## config.mk

```make
export PLATFORM = sky130hd
export DESIGN_NAME = launch_sequence_controller_flat
export DESIGN_NICKNAME = d
export VERILOG_FILES = /design/src/sv/lsc_pkg.sv /design/src/sv/lsc_req_if.sv /design/src/sv/lsc_rsp_if.sv /design/src/sv/launch_sequence_controller.sv /design/src/flat_wrapper.sv
export SDC_FILE = /design/constraint.sdc
export NUM_CORES = 1
export LEC_CHECK = 0
export BUFFER_PORTS_ARGS = -buffer_cell sky130_fd_sc_hd__buf_2
export CORE_MARGIN = 2
export CORE_UTILIZATION = 54
export CTS_CLUSTER_SIZE = 12
export DETAILED_ROUTE_END_ITERATION = 6
export GPL_TIMING_DRIVEN = 0
export PLACE_DENSITY_LB_ADDON = 0.3
export SKIP_LAST_GASP = 1
export SLEW_MARGIN = 15
export SYNTH_ARGS = -nofsm -noshare
export SYNTH_HDL_FRONTEND = slang
export SYNTH_SLANG_ARGS = --single-unit
```

## constraint.sdc

```tcl
create_clock -name clock -period 14.45 [get_ports clock]
set_input_delay 0.7225 -clock clock [delete_from_list [all_inputs] [get_ports clock]]
set_output_delay 0.7225 -clock clock [all_outputs]
set_load 0.01 [all_outputs]
```

## src/sv/lsc_pkg.sv

```systemverilog
// Package for the launch sequence controller.
// Holds payload structs, phase encoding, command/target codes and CSR map.
// No dependencies.
`default_nettype none

package lsc_pkg;

   localparam int TIMER_BITS_DEF = 32;

   localparam int CSR_IDX_W  = 2;
   localparam int CSR_DATA_W = 20;

   localparam logic [CSR_IDX_W-1:0] CSR_BCAST_PERIOD  = 2'd0;
   localparam logic [CSR_IDX_W-1:0] CSR_LINK_RETRY    = 2'd1;
   localparam logic [CSR_IDX_W-1:0] CSR_READY_TIMEOUT = 2'd2;

   localparam logic [15:0] BCAST_PERIOD_RST  = 16'd100;
   localparam logic [15:0] LINK_RETRY_RST    = 16'd1000;
   localparam logic [19:0] READY_TIMEOUT_RST = 20'd10000;

   localparam logic [31:0] HALF_TURN_LIMIT = 32'd30000;
   localparam logic [31:0] FULL_TURN_LIMIT = 32'd60000;

   localparam logic [2:0] CMD_ARM     = 3'd1;
   localparam logic [2:0] CMD_DISARM  = 3'd2;
   localparam logic [2:0] CMD_ABORT   = 3'd3;
   localparam logic [2:0] CMD_SPINUP  = 3'd4;
   localparam logic [2:0] CMD_RELEASE = 3'd5;

   localparam logic [1:0] MOTOR_IDLE    = 2'd0;
   localparam logic [1:0] MOTOR_RELEASE = 2'd1;
   localparam logic [1:0] MOTOR_ZERO    = 2'd2;

   localparam logic [3:0] SEQ_NOTELEM  = 4'd0;
   localparam logic [3:0] SEQ_DISARMED = 4'd1;
   localparam logic [3:0] SEQ_ARMING   = 4'd2;
   localparam logic [3:0] SEQ_ARMED    = 4'd3;
   localparam logic [3:0] SEQ_SPINUP   = 4'd4;
   localparam logic [3:0] SEQ_READY    = 4'd5;
   localparam logic [3:0] SEQ_ENGAGE   = 4'd6;
   localparam logic [3:0] SEQ_REL1     = 4'd7;
   localparam logic [3:0] SEQ_REL2     = 4'd8;
   localparam logic [3:0] SEQ_SPINDOWN = 4'd9;
   localparam logic [3:0] SEQ_ABORT    = 4'd10;

   typedef enum logic [10:0] {
      PH_NOTELEM  = 11'b000_0000_0001,
      PH_DISARMED = 11'b000_0000_0010,
      PH_ARMING   = 11'b000_0000_0100,
      PH_ARMED    = 11'b000_0000_1000,
      PH_SPINUP   = 11'b000_0001_0000,
      PH_READY    = 11'b000_0010_0000,
      PH_ENGAGE   = 11'b000_0100_0000,
      PH_REL1     = 11'b000_1000_0000,
      PH_REL2     = 11'b001_0000_0000,
      PH_SPINDOWN = 11'b010_0000_0000,
      PH_ABORT    = 11'b100_0000_0000
   } phase_type;

   typedef struct packed {
      logic [9:0]  tick_ms;
      logic [2:0]  command;
      logic        link_healthy;
      logic        trigger_is_ready;
      logic        trigger_is_engaged;
      logic        speed_reached;
      logic [15:0] measured_rpm;
   } req_type;

   typedef struct packed {
      logic [3:0] seq_state;
      logic       broadcast_now;
      logic       link_retry;
      logic       arm_request;
      logic       params_accept;
      logic       engage_request;
      logic [1:0] motor_target;
   } rsp_type;

   function automatic logic [3:0] phase_code(input phase_type ph);
      logic [3:0] code;
      case (ph)
         PH_NOTELEM:  code = SEQ_NOTELEM;
         PH_DISARMED: code = SEQ_DISARMED;
         PH_ARMING:   code = SEQ_ARMING;
         PH_ARMED:    code = SEQ_ARMED;
         PH_SPINUP:   code = SEQ_SPINUP;
         PH_READY:    code = SEQ_READY;
         PH_ENGAGE:   code = SEQ_ENGAGE;
         PH_REL1:     code = SEQ_REL1;
         PH_REL2:     code = SEQ_REL2;
         PH_SPINDOWN: code = SEQ_SPINDOWN;
         PH_ABORT:    code = SEQ_ABORT;
         default:     code = SEQ_SPINDOWN;
      endcase
      return code;
   endfunction

endpackage

`default_nettype wire

```

## src/sv/lsc_req_if.sv

```systemverilog
// Valid/ready channel carrying one loop tick into the controller.
// Depends on lsc_pkg for the payload struct.
`default_nettype none

interface lsc_req_if import lsc_pkg::*; ();
   logic    valid;
   logic    ready;
   req_type payload;

   modport source (output valid, output payload, input ready);
   modport sink   (input valid, input payload, output ready);
endinterface

`default_nettype wire

```

## src/sv/lsc_rsp_if.sv

```systemverilog
// Valid/ready channel carrying one controller result per tick.
// Depends on lsc_pkg for the payload struct.
`default_nettype none

interface lsc_rsp_if import lsc_pkg::*; ();
   logic    valid;
   logic    ready;
   rsp_type payload;

   modport source (output valid, output payload, input ready);
   modport sink   (input valid, input payload, output ready);
endinterface

`default_nettype wire

```

## src/sv/launch_sequence_controller.sv

```systemverilog
// Launch sequence controller: one result per accepted tick.
// Depends on lsc_pkg, lsc_req_if and lsc_rsp_if.
//
// Each tick transfer on req_ch yields exactly one result transfer on rsp_ch, in order.
// A tick is captured in an input register and then decided into a result register; it
// waits there while the result register holds an untaken result, and one tick per
// clock is sustained while rsp_ch keeps up. The cycle is set by the state update path:
// a saturating timer add, a 16x16 rotation multiply and its compare. A new tick is
// taken while a finished result still waits. CSR writes are registered and are
// expected while no tick is in flight. TIMER_BITS (16..32) sets the width of the four
// saturating millisecond timers.
`default_nettype none

module launch_sequence_controller import lsc_pkg::*; #(
   parameter int TIMER_BITS = TIMER_BITS_DEF
) (
   input  wire logic                  clock,
   input  wire logic                  reset,
   lsc_req_if.sink                    req_ch,
   lsc_rsp_if.source                  rsp_ch,
   input  wire logic                  csr_write_enable,
   input  wire logic [CSR_IDX_W-1:0]  csr_index,
   input  wire logic [CSR_DATA_W-1:0] csr_write_data
);

   localparam int TW  = TIMER_BITS;
   localparam int TW1 = TIMER_BITS + 1;
   localparam int CW  = (TIMER_BITS > 20) ? TIMER_BITS : 20;

   logic            in_valid_ff;
   req_type         in_ff;
   logic            out_valid_ff;
   rsp_type         out_ff;
   rsp_type         out_in;
   logic            advance;

   logic [15:0]     bcast_period_ff;
   logic [15:0]     link_retry_ff;
   logic [19:0]     ready_timeout_ff;

   phase_type       phase_ff, phase_in;
   logic [TW-1:0]   bcast_ff, bcast_in;
   logic [TW-1:0]   link_ff, link_in;
   logic [TW-1:0]   rdy_ff, rdy_in;
   logic [TW-1:0]   rel_ff, rel_in;

   logic [TW:0]     bcast_wide, link_wide, rdy_wide, rel_wide;
   logic [TW-1:0]   bcast_sum, link_base, link_sum, rdy_sum, rel_sum;
   logic [TW-1:0]   tick_ext;
   logic [15:0]     rel_turns;
   logic [31:0]     rel_prod;
   logic [31:0]     rel_limit;
   logic            rel_done;
   logic            bcast_hit;
   logic            is_abort;
   logic            rdy_expired;

   // handshake
   assign advance      = in_valid_ff && (!out_valid_ff || rsp_ch.ready);
   assign req_ch.ready = !in_valid_ff || advance;
   assign rsp_ch.valid = out_valid_ff;
   assign rsp_ch.payload = out_ff;

   always_ff @(posedge clock) begin
      if (reset) begin
         in_valid_ff  <= 1'b0;
         out_valid_ff <= 1'b0;
      end else begin
         if (req_ch.ready) begin
            in_valid_ff <= req_ch.valid;
         end
         if (advance) begin
            out_valid_ff <= 1'b1;
         end else if (rsp_ch.ready) begin
            out_valid_ff <= 1'b0;
         end
      end
   end

   always_ff @(posedge clock) begin
      if (req_ch.valid && req_ch.ready) begin
         in_ff <= req_ch.payload;
      end
      if (advance) begin
         out_ff <= out_in;
      end
   end

   // CSRs
   always_ff @(posedge clock) begin
      if (reset) begin
         bcast_period_ff  <= BCAST_PERIOD_RST;
         link_retry_ff    <= LINK_RETRY_RST;
         ready_timeout_ff <= READY_TIMEOUT_RST;
      end else if (csr_write_enable) begin
         case (csr_index)
            CSR_BCAST_PERIOD:  bcast_period_ff  <= csr_write_data[15:0];
            CSR_LINK_RETRY:    link_retry_ff    <= csr_write_data[15:0];
            CSR_READY_TIMEOUT: ready_timeout_ff <= csr_write_data;
            default: ;
         endcase
      end
   end

   // saturating timers
   assign tick_ext   = TW'(in_ff.tick_ms);
   assign bcast_wide = {1'b0, bcast_ff} + TW1'(tick_ext);
   assign bcast_sum  = bcast_wide[TW] ? '1 : bcast_wide[TW-1:0];
   assign bcast_hit  = bcast_sum >= TW'(bcast_period_ff);

   assign link_base  = in_ff.link_healthy ? '0 : link_ff;
   assign link_wide  = {1'b0, link_base} + TW1'(tick_ext);
   assign link_sum   = link_wide[TW] ? '1 : link_wide[TW-1:0];

   assign rdy_wide    = {1'b0, rdy_ff} + TW1'(tick_ext);
   assign rdy_sum     = rdy_wide[TW] ? '1 : rdy_wide[TW-1:0];
   assign rdy_expired = CW'(rdy_sum) > CW'(ready_timeout_ff);

   // past 65534 ms any nonzero rpm clears both limits
   assign rel_wide  = {1'b0, rel_ff} + TW1'(tick_ext);
   assign rel_sum   = rel_wide[TW] ? '1 : rel_wide[TW-1:0];
   assign rel_turns = rel_sum[15:0] + 16'd1;
   assign rel_prod  = 32'(rel_turns) * 32'(in_ff.measured_rpm);
   assign rel_limit = (phase_ff == PH_REL1) ? HALF_TURN_LIMIT : FULL_TURN_LIMIT;
   assign rel_done  = (rel_sum >= TW'(17'h0FFFF)) ? (in_ff.measured_rpm != 16'd0)
                                                 : (rel_prod > rel_limit);

   assign is_abort = in_ff.command == CMD_ABORT;

   always_comb begin
      phase_in = phase_ff;
      bcast_in = bcast_hit ? '0 : bcast_sum;
      link_in  = link_ff;
      rdy_in   = rdy_ff;
      rel_in   = rel_ff;
      out_in   = '0;
      out_in.broadcast_now = bcast_hit;
      out_in.motor_target  = MOTOR_IDLE;

      case (phase_ff)
         PH_NOTELEM: begin
            if (in_ff.link_healthy) begin
               phase_in = PH_DISARMED;
            end
            link_in = link_sum;
            out_in.link_retry = link_sum >= TW'(link_retry_ff);
         end
         PH_DISARMED: begin
            if (in_ff.command == CMD_ARM) begin
               out_in.arm_request = 1'b1;
               phase_in = PH_ARMING;
            end
            out_in.params_accept = 1'b1;
         end
         PH_ARMING: begin
            if (is_abort || in_ff.command == CMD_DISARM) begin
               phase_in = PH_DISARMED;
            end else if (in_ff.trigger_is_ready) begin
               phase_in = PH_ARMED;
            end
         end
         PH_ARMED: begin
            if (is_abort || in_ff.command == CMD_DISARM) begin
               phase_in = PH_DISARMED;
            end else if (in_ff.command == CMD_SPINUP) begin
               phase_in = PH_SPINUP;
            end
         end
         PH_SPINUP: begin
            if (is_abort) begin
               phase_in = PH_ABORT;
            end else begin
               out_in.motor_target = MOTOR_RELEASE;
               if (in_ff.speed_reached) begin
                  rdy_in   = '0;
                  phase_in = PH_READY;
               end
            end
         end
         PH_READY: begin
            rdy_in = rdy_sum;
            if (is_abort || rdy_expired) begin
               phase_in = PH_ABORT;
            end else begin
               out_in.motor_target = MOTOR_RELEASE;
               if (in_ff.speed_reached && in_ff.command == CMD_RELEASE) begin
                  phase_in = PH_ENGAGE;
               end
            end
         end
         PH_ENGAGE: begin
            if (is_abort) begin
               phase_in = PH_ABORT;
            end else begin
               out_in.engage_request = 1'b1;
               if (in_ff.trigger_is_engaged) begin
                  rel_in   = '0;
                  phase_in = PH_REL1;
               end
            end
         end
         PH_REL1: begin
            rel_in = rel_sum;
            out_in.motor_target = MOTOR_RELEASE;
            if (rel_done) begin
               phase_in = PH_REL2;
            end
         end
         PH_REL2: begin
            rel_in = rel_sum;
            out_in.motor_target = MOTOR_RELEASE;
            if (rel_done) begin
               phase_in = PH_SPINDOWN;
            end
         end
         PH_SPINDOWN: begin
            out_in.motor_target = MOTOR_ZERO;
            if (in_ff.speed_reached) begin
               phase_in = PH_DISARMED;
            end
         end
         default: begin
            phase_in = PH_SPINDOWN;
         end
      endcase

      out_in.seq_state = phase_code(phase_in);
   end

   always_ff @(posedge clock) begin
      if (reset) begin
         phase_ff <= PH_NOTELEM;
         bcast_ff <= '0;
         link_ff  <= '0;
         rdy_ff   <= '0;
         rel_ff   <= '0;
      end else if (advance) begin
         phase_ff <= phase_in;
         bcast_ff <= bcast_in;
         link_ff  <= link_in;
         rdy_ff   <= rdy_in;
         rel_ff   <= rel_in;
      end
   end

   // checks
   a_no_rsp_after_reset: assert property (@(posedge clock)
      reset |=> !rsp_ch.valid)
      else $error("result valid right after reset");

   a_arm_goes_arming: assert property (@(posedge clock) disable iff (reset)
      rsp_ch.valid && rsp_ch.payload.arm_request |->
         rsp_ch.payload.seq_state == SEQ_ARMING)
      else $error("arm strobe without move to arming");

   a_engage_state: assert property (@(posedge clock) disable iff (reset)
      rsp_ch.valid && rsp_ch.payload.engage_request |->
         rsp_ch.payload.seq_state == SEQ_ENGAGE || rsp_ch.payload.seq_state == SEQ_REL1)
      else $error("engage request outside engage");

   a_accept_state: assert property (@(posedge clock) disable iff (reset)
      rsp_ch.valid && rsp_ch.payload.params_accept |->
         rsp_ch.payload.seq_state == SEQ_DISARMED ||
         rsp_ch.payload.seq_state == SEQ_ARMING)
      else $error("params accept outside disarmed");

   a_zero_target: assert property (@(posedge clock) disable iff (reset)
      rsp_ch.valid && rsp_ch.payload.motor_target == MOTOR_ZERO |->
         rsp_ch.payload.seq_state == SEQ_SPINDOWN ||
         rsp_ch.payload.seq_state == SEQ_DISARMED)
      else $error("spin to zero outside spindown");

endmodule

`default_nettype wire

```

## src/flat_wrapper.sv

```systemverilog
// flat-port wrapper written by rule: the top's interface ports become plain ports
module launch_sequence_controller_flat import lsc_pkg::*;
#(
   parameter int TIMER_BITS = TIMER_BITS_DEF
)
  (clock, reset, csr_write_enable, csr_index, csr_write_data, req_ch_valid, req_ch_payload, req_ch_ready, rsp_ch_valid, rsp_ch_payload, rsp_ch_ready);
  lsc_req_if req_ch_i ();
  lsc_rsp_if rsp_ch_i ();
  input  wire logic clock;
  input  wire logic reset;
  input  wire logic csr_write_enable;
  input  wire logic [CSR_IDX_W-1:0] csr_index;
  input  wire logic [CSR_DATA_W-1:0] csr_write_data;
  input wire logic [$bits(req_ch_i.valid)-1:0] req_ch_valid;
  input wire logic [$bits(req_ch_i.payload)-1:0] req_ch_payload;
  output wire logic [$bits(req_ch_i.ready)-1:0] req_ch_ready;
  output wire logic [$bits(rsp_ch_i.valid)-1:0] rsp_ch_valid;
  output wire logic [$bits(rsp_ch_i.payload)-1:0] rsp_ch_payload;
  input wire logic [$bits(rsp_ch_i.ready)-1:0] rsp_ch_ready;
  assign req_ch_i.valid = req_ch_valid;
  assign req_ch_i.payload = req_ch_payload;
  assign req_ch_ready = req_ch_i.ready;
  assign rsp_ch_valid = rsp_ch_i.valid;
  assign rsp_ch_payload = rsp_ch_i.payload;
  assign rsp_ch_i.ready = rsp_ch_ready;
  launch_sequence_controller #(.TIMER_BITS(TIMER_BITS)) u_core (.clock(clock), .reset(reset), .req_ch(req_ch_i), .rsp_ch(rsp_ch_i), .csr_write_enable(csr_write_enable), .csr_index(csr_index), .csr_write_data(csr_write_data));
endmodule
```

==> results.ini <==
[run_status]
outcome=finished clean

[sta]
hold_viol=0
period_minus_slack_ns=12.53
period_share_pct=86.7
slew_headroom_pct=13.6
tightest_slew_ns=1.29
finClkSkew_ns=0.0168
setup_tns_ns=0
setup_viol=0
finalMaxSlewViolations=0
rsz0062_at_grt=false
fmax_mhz=79.8

[placed_design]
io_buffers=72
hpwlAfterDp_um=56200
place.gp.congestion=0.976
dp.cells=3615

[route]
wire_per_inst_um=19.5
routed_via_density=5.98
dr_total_vias=21900
wl_um=71700
drtIter0Drc=2014
drc=0
ant_nets=0
firstDrtPassIters=6

[floorplanning]
dieWidth_um=214
die_h_um=214
num_rows=77
start_util_pct=54.4
die_area_um2=45900
core_area_um2=43900
ios=73

[logic_synthesis]
synth_warnings=0
ys_ff_latch=237
syn-num-nets=3412
synthCells=2950
syn-cell-area_um2=23900
synth.distinct_cells=85
syn_area_per_cell_um2=8.09
ys_seq_area_share_pct=21.7
postSynth.asyncResetShare_pct=0
synth_edf_count=44
synth_flop_cell=dfxtp_1

[worst_setup_path]
crit_slowest_cell=nor3_1
timing.critical_path.mode_cell=fa_1
arrival_ns=12.81
cp-start-kind=flip-flop
critPathKind=flip-flop to flip-flop
endpoint_kind=flip-flop
worstPathMaxFanout=10
required_ns=14.73
slowest_delay_ns=0.88

[cts]
clock_latency_ns=0.57
cts_buffers=28
cts-hold-fix-buffers=0
clk_pin_slew_ns=0.07
ctsHtreeMaxLevel=1
clock_sink_count=237
post_cts_buffers=0
cts_root_buf=clkbuf_16
ctsLongestPathBuffers=3
cts_tree=built
ctsResizeCount=0

[finish]
drive_gt1_share_pct=5.89
synthToLayoutAreaGrowth_pct=8.48
fin_nets=3515
finalNonFillerCells=3667
diodes=0

[global_routing]
grt_util_all_layers_pct=31.1
grt_max_degree=21
antenna_found_initial=1
gr-total-overflow=0
grt_pass1_wl_um=115000
grt_pass1_vias=21900

[power_and_ir_drop]
power_leakage_nw=11.4
ir_drop_uv=222
cellPowerDensity_nw_per_um2=159

[hold_path]
hp-class=input pin to flip-flop

[flow_run]
drv_cap=0

through the flow:
stage               area (µm²)  total power [mW]  hold slack, ns  util (%)  setup WS, ns
finish                   25900              4.13           0.318      59.0          1.92
global route             25900              4.49           0.312      59.0         0.987
detailed placement       25000              3.33           0.435      56.9          2.15
global placement         25000              3.25           0.435      56.9          2.16
floorplan                23900              2.60           0.422         -          4.20
CTS                      25900              4.06           0.300      59.0          2.10
cell type report:
type / count / area [µm²]
Clock buffer: 36 / 782
Clock inverter: 16 / 120
Inverter: 331 / 1240
Fill cell: 4008 / 18000
Buffer: 144 / 569
Multi-Input combinational cell: 2238 / 16900
Tap cell: 592 / 741
Timing Repair Buffer: 73 / 380
Sequential cell: 237 / 5180
power by group:
| part | internal, mW | switching, mW |
|---|---|---|
| combinational | 1.03 | 1.67 |
| sequential | 0.696 | 0.0236 |
| clock | 0.400 | 0.306 |
Yosys cell counts (9+ instances only):
cell type	instances	area [µm²]
fa_1	198	3960
o211ai_1	13	97.6
a211o_1	19	166
and3_1	46	288
nor2b_1	37	231
a211oi_1	20	150
or2_2	11	68.8
nand4_1	58	363
o21a_1	19	143
nor2_1	210	788
clkbuf_1	122	458
a22oi_1	27	203
mux2i_1	10	100
nor3_1	69	345
xnor2_1	58	508
nand2b_1	17	106
o22ai_1	9	56.3
a311oi_1	14	123
a21oi_1	179	896
nand3_1	73	365
edfxtp_1	44	1320
and2_1	136	851
a21o_1	49	368
dfxtp_1	193	3860
xor2_1	40	350
or3_1	15	93.8
buf_2	18	90.1
nand2_1	398	1490
ha_1	204	2550
and4_1	18	158
inv_1	330	1240
a31oi_1	26	163
o21ai_0	112	561
nor4_1	20	125
per-layer routing:
| layer | up-vias | share of wire (%) | global-route usage, % |
|---|---|---|---|
| met3 | 182 | 9.4 | 7.05 |
| met4 | 0 | 3.2 | 9.14 |
| met5 | - | 0 | 0 |
| met1 | 10600 | 43 | 42.9 |
| li1 | 10300 | - | - |
| met2 | 949 | 44 | 49.1 |
sequential cells by signal, indices dropped and copies added (netlist names):
register                 flops
u_core.bcast_ff             32
u_core.bcast_period_ff      16
u_core.in_ff                33
u_core.in_valid_ff           1
u_core.link_ff              32
u_core.link_retry_ff        16
u_core.phase_ff             11
u_core.rdy_ff               32
u_core.ready_timeout_ff     20
u_core.rel_ff               32
u_core.rsp_ch.payload       11
u_core.rsp_ch.valid          1
path summary, 6_finish.rpt:
path / to / cells after the start / start / slack [ns]
max: u_core.rsp_ch.payload[10]$_DFFE_PP_ / 40 / u_core.in_ff[23]$_DFFE_PP_ / 1.92
min reg2reg: u_core.bcast_ff[4]$_SDFFE_PP0P_ / 2 / u_core.bcast_ff[4]$_SDFFE_PP0P_ / 0.45
min: u_core.in_ff[12]$_DFFE_PP_ / 1 / req_ch_payload[12] / 0.32
max reg2reg: u_core.rsp_ch.payload[10]$_DFFE_PP_ / 40 / u_core.in_ff[23]$_DFFE_PP_ / 1.92
placed cells by master, fill, tap and decap left out, types with 26 or more instances in the layout:
cell / n
nor2b_1: 37
edfxtp_1: 44
a21oi_1: 179
buf_2: 91
nand3_1: 73
and3_1: 46
a22oi_1: 27
clkbuf_1: 126
a21o_1: 49
nor3_1: 69
nand4_1: 58
clkbuf_16: 29
a31oi_1: 26
dfxtp_1: 193
inv_1: 330
and2_1: 135
fa_1: 198
ha_1: 204
o21ai_0: 112
nand2_1: 398
xnor2_1: 58
xor2_1: 40
nor2_1: 210
critical path: cells and delay by family, from the launching register on:
| family | cells | cell delay (ns) |
|---|---|---|
| AOI/OAI and AO/OA | 7 | 2.10 |
| xor gates and xnor gates | 2 | 0.39 |
| adders and majority gates | 10 | 4.35 |
| buffers and inverters | 7 | 1.07 |
| DFF | 1 | 0.54 |
| and+or+nand+nor | 14 | 3.73 |
cell families after synthesis:
| logic type | synth area share, % |
|---|---|
| fa+ha+maj | 27.3 |
| simple gates | 23.5 |
| xor+xnor | 3.59 |
| buf+inv | 7.58 |
| compound gates | 15.8 |
| mux | 0.514 |
| flops | 21.7 |
(Power assumes the default switching activity.)
